File: src/hdl/flc_pkg.sv
// ----------------------------------------------------------------------------
// flc_pkg
// Shared constants for the frustum line clipper: default widths, register
// map and reset values, divider stage sizing.
// ----------------------------------------------------------------------------
package flc_pkg;

    localparam int COORD_WIDTH_DEF = 32;
    localparam int T_FRAC_BITS_DEF = 16;

    // quotient bits resolved per divider pipeline stage
    localparam int DIV_STEPS = 4;

    // register indexes
    localparam int REG_FRONT_PLANE_Z    = 0;
    localparam int REG_BACK_PLANE_DEPTH = 1;

    // reset values, Q16.16
    localparam logic [63:0] FRONT_PLANE_Z_RESET    = 64'hFFFF_FFFF_FFFF_E666; // -0.1 (raw -6554)
    localparam logic [63:0] BACK_PLANE_DEPTH_RESET = 64'd26214400;            // 400.0

endpackage

File: src/hdl/flc_div.sv
// ----------------------------------------------------------------------------
// flc_div
// Pipelined restoring divider for the plane parameter t = a / b, a <= b.
// Gives the quotient with T_FRAC_BITS fraction bits and a flag for a > b.
// ----------------------------------------------------------------------------
module flc_div
    import flc_pkg::*;
#(
    parameter int MAG_W       = 33,
    parameter int T_FRAC_BITS = 16
)(
    input  logic                   clk,
    input  logic                   en,
    input  logic [MAG_W-1:0]       dividend,
    input  logic [MAG_W-1:0]       divisor,
    output logic [T_FRAC_BITS:0]   quotient,
    output logic                   over
);

    localparam int NSTEP = T_FRAC_BITS + 1;
    localparam int NST   = (NSTEP + DIV_STEPS - 1) / DIV_STEPS;
    localparam int RW    = MAG_W + 1;
    localparam int QW    = T_FRAC_BITS + 1;

    logic [RW-1:0]    r_reg    [NST];
    logic [QW-1:0]    q_reg    [NST];
    logic [MAG_W-1:0] b_reg    [NST];
    logic             over_reg [NST];

    logic [RW-1:0]    r_in     [NST];
    logic [QW-1:0]    q_in     [NST];
    logic [MAG_W-1:0] b_in     [NST];
    logic             over_in  [NST];

    logic [RW-1:0]    r_next   [NST];
    logic [QW-1:0]    q_next   [NST];

    assign r_in[0]    = {1'b0, dividend};
    assign q_in[0]    = '0;
    assign b_in[0]    = divisor;
    assign over_in[0] = dividend > divisor;

    for (genvar g = 0; g < NST; g++)
    begin : g_stage
        if (g > 0)
        begin : g_link
            assign r_in[g]    = r_reg[g-1];
            assign q_in[g]    = q_reg[g-1];
            assign b_in[g]    = b_reg[g-1];
            assign over_in[g] = over_reg[g-1];
        end

        always_comb
        begin
            logic [RW-1:0] r;
            logic [QW-1:0] q;
            r = r_in[g];
            q = q_in[g];
            for (int k = 0; k < DIV_STEPS; k++)
            begin
                if (g * DIV_STEPS + k < NSTEP)
                begin
                    // first step yields the integer bit, no shift
                    if (g * DIV_STEPS + k != 0)
                    begin
                        r = {r[RW-2:0], 1'b0};
                        q = {q[QW-2:0], 1'b0};
                    end
                    if (r >= {1'b0, b_in[g]})
                    begin
                        q[0] = 1'b1;
                        r    = r - {1'b0, b_in[g]};
                    end
                end
            end
            r_next[g] = r;
            q_next[g] = q;
        end

        always_ff @(posedge clk)
        begin
            if (en)
            begin
                r_reg[g]    <= r_next[g];
                q_reg[g]    <= q_next[g];
                b_reg[g]    <= b_in[g];
                over_reg[g] <= over_in[g];
            end
        end
    end

    assign quotient = q_reg[NST-1];
    assign over     = over_reg[NST-1];

endmodule

File: config.mk
export PLATFORM = sky130hd
export DESIGN_NAME = flc_div
export DESIGN_NICKNAME = d
export VERILOG_FILES = /design/src/hdl/flc_pkg.sv /design/src/hdl/flc_div.sv
export SDC_FILE = /design/constraint.sdc
export NUM_CORES = 2
export LEC_CHECK = 0
export ABC_AREA = 1
export BUFFER_PORTS_ARGS = -buffer_cell sky130_fd_sc_hd__buf_2
export CORE_MARGIN = 3
export CORE_UTILIZATION = 40
export DETAILED_ROUTE_END_ITERATION = 16
export PLACE_DENSITY_LB_ADDON = 0.25
export REMOVE_ABC_BUFFERS = 1
export SLEW_MARGIN = 30
export SYNTH_ARGS = -nofsm -noshare
export SYNTH_HDL_FRONTEND = slang
export SYNTH_SLANG_ARGS = --single-unit
File: constraint.sdc
create_clock -name clk -period 10.4 [get_ports clk]
set_clock_uncertainty 0.1 [all_clocks]
set_input_delay 1.04 -clock clk [delete_from_list [all_inputs] [get_ports clk]]
set_output_delay 1.04 -clock clk [all_outputs]
set_load 0.005 [all_outputs]
==> results.py <==
metrics = {
    "sta": {
        "fin_crit_sh": 0.942,
        "maxSlewViolCount": 0,
        "slew_headroom": 0.341,
        "tns_ns": 0,
        "setup_viol": 0,
        "worst_pin_slew_ns": 0.989,
        "fmax_mhz": 102,
        "hold_viol": 0,
        "period_needed_ns": 9.79,
        "rsz0062_at_grt": "no",
    },
    "worst_setup_path": {
        "path_class": "register to register",
        "reg2reg_depth": 53,
        "endpoint_kind": "register",
        "start_kind": "register",
        "crit_arrival_ns": 9.97,
        "crit_cells": 53,
        "worst_path_max_delay_cell": "edfxtp_1",
        "max_stage_delay_ns": 0.51,
        "cp_num_buf_inv": 8,
        "required_ns": 10.58,
        "r2r_start": "b_reg[0][8]$_DFFE_PP_",
        "crit_fanout": 16,
        "path_delay_family": "simple AND/OR/NAND/NOR gates",
        "crit_top_cell": "nand2_1",
        "crit_start": "b_reg[0][8]$_DFFE_PP_",
    },
    "clocking": {
        "cts_root_buf": "clkbuf_16",
        "cts_sinks": 326,
        "cts_hold_buf": 0,
        "htreeDepth": 2,
        "path_clk_slew_ns": 0.06,
        "cts_buffer_depth": 3,
        "cts_buffers": 43,
        "cts_tree": "done",
        "worstSkewPairLatency_ns": 0.63,
    },
    "logic_synthesis": {
        "netlist_area_um2": 48100,
        "seq_area_frac_synth": 0.204,
        "synthFlopType": "edfxtp_1",
        "postSynthAreaPerCell_um2": 6.43,
        "ys_seq_elements": 326,
        "synth_cells": 7474,
        "async_reset_ff_frac": 0,
        "synth_edf_count": 326,
        "ys_warn_count": 0,
        "ys_types": 67,
    },
    "finish": {
        "final_nets": 8406,
        "seqCellArea_um2": 9790,
        "final_util": 0.452,
        "final_cells": 9417,
        "syn2layout_area_growth_pct": 11.6,
        "multi_input_area_um2": 33800,
        "num_antenna_cells": 0,
        "drive_gt1_frac": 0.0805,
        "layout_common_cells": "nand2_1 (2,315), inv_1 (955), a21oi_1 (649)",
        "fillCellCount": 12591,
        "fin_area_um2": 53700,
        "final_common_cell": "nand2_1",
    },
    "routing": {
        "vias": 50675,
        "drtIter0Drc": 4653,
        "ant_nets": 0,
        "vias_per_cell": 5.38,
        "wl_per_cell_um": 19.5,
        "dr.pass1.iters": 6,
        "drt_wl_total_um": 183000,
        "drc": 0,
    },
    "die": {
        "fp.dieH_um": 353,
        "core_area_um2": 119000,
        "die_w_um": 353,
        "start_util": 0.405,
        "ios": 86,
        "rows": 126,
        "die-area_um2": 124000,
    },
    "grt": {
        "grt_use_met3": 0.0300,
        "first_global_vias": 47235,
        "grt_first_pass_wirelength_um": 276000,
        "top_usage_layer": "met2",
        "grt-ovfl-total": 0,
        "grt_max_degree": 153,
        "grtUsageMet1": 0.377,
        "antenna_found_initial": 9,
        "track_usage": 0.283,
        "grt_use_met2": 0.469,
    },
    "flow_run": {
        "max-cap-violations": 0,
    },
    "placed_design": {
        "gp_congestion": 0.993,
        "portBuffers": 85,
        "placed_cells": 9330,
        "post_dp_cell_area_um2": 52100,
        "dp_hpwl_um": 155000,
    },
    "run_status": {
        "status": "complete, no violations",
    },
    "hold_path": {
        "hold_depth": 0,
        "min_path_type": "register to register",
        "min_from": "q_reg[0][55]$_DFFE_PP_",
    },
}
## cell type report
class,count,share of cell area
clock buffer,52,0.0211
clock inverter,26,0.00583
inverter,975,0.0687
multi-input combinational,6058,0.631
sequential,326,0.182
tap,1600,0.0373
timing repair buffer,380,0.0538
## Yosys cell counts, types with 59 or more instances
master       n  share of area
a21o_1      62         0.0097
a21oi_1    652          0.068
edfxtp_1   326           0.20
ha_1       549           0.14
inv_1      956          0.075
nand2_1   2315           0.18
nand3_1    382          0.040
nand4_1     61         0.0079
nor2_1     612          0.048
nor3_1      92         0.0096
o21ai_0    386          0.040
o21ai_1     81         0.0084
o21bai_1    59         0.0092
xnor2_1    192          0.035
xor2_1     231          0.042
## kinds of logic after synthesis
family	Yosys count	synth area share
simple gates	3644	0.314
compound gates	1437	0.167
buf+inv	1090	0.0931
fa+ha+maj	554	0.145
xor+xnor	423	0.0770
flops	326	0.204
## stage by stage
stage	hold WS (ns)	setup slack, ns
after floorplan	0.300	-0.795
after global placement	0.303	0.432
after detailed placement	0.305	0.356
after CTS	0.281	0.530
after global routing	0.308	0.00516
final	0.284	0.608
## final timing paths
path,end,slack (ns)
hold / removal,q_reg[0][73]$_DFFE_PP_,0.28
setup / recovery,r_reg[0][65]$_DFFE_PP_,0.61
hold reg to reg,q_reg[0][73]$_DFFE_PP_,0.28
setup reg to reg,r_reg[0][65]$_DFFE_PP_,0.61
## timing repair
item / CTS / global route
endpoints found under the setup margin: 0 / 101
gates resized for setup: 0 / 13
setup buffers: 0 / 9
## per-layer routing
layer,vias to the layer above,part of all wire,routed length [µm]
li1,25381,-,-
met1,23291,0.45,81700
met2,1682,0.45,82700
met3,319,0.058,10700
met4,2,0.045,8260
met5,-,0.000076,14
## worst reg2reg max path: cells and delay by family, from the launching register on
family	cells	cell delay, ns
compound gates	12	2.39
xor+xnor	1	0.20
fa+ha+maj	4	1.39
buf+inv	8	1.25
flops	1	0.51
simple gates	28	3.64
Power is not shown: default switching activity piles up to over one toggle a cycle in this logic, so the estimate is an artifact.
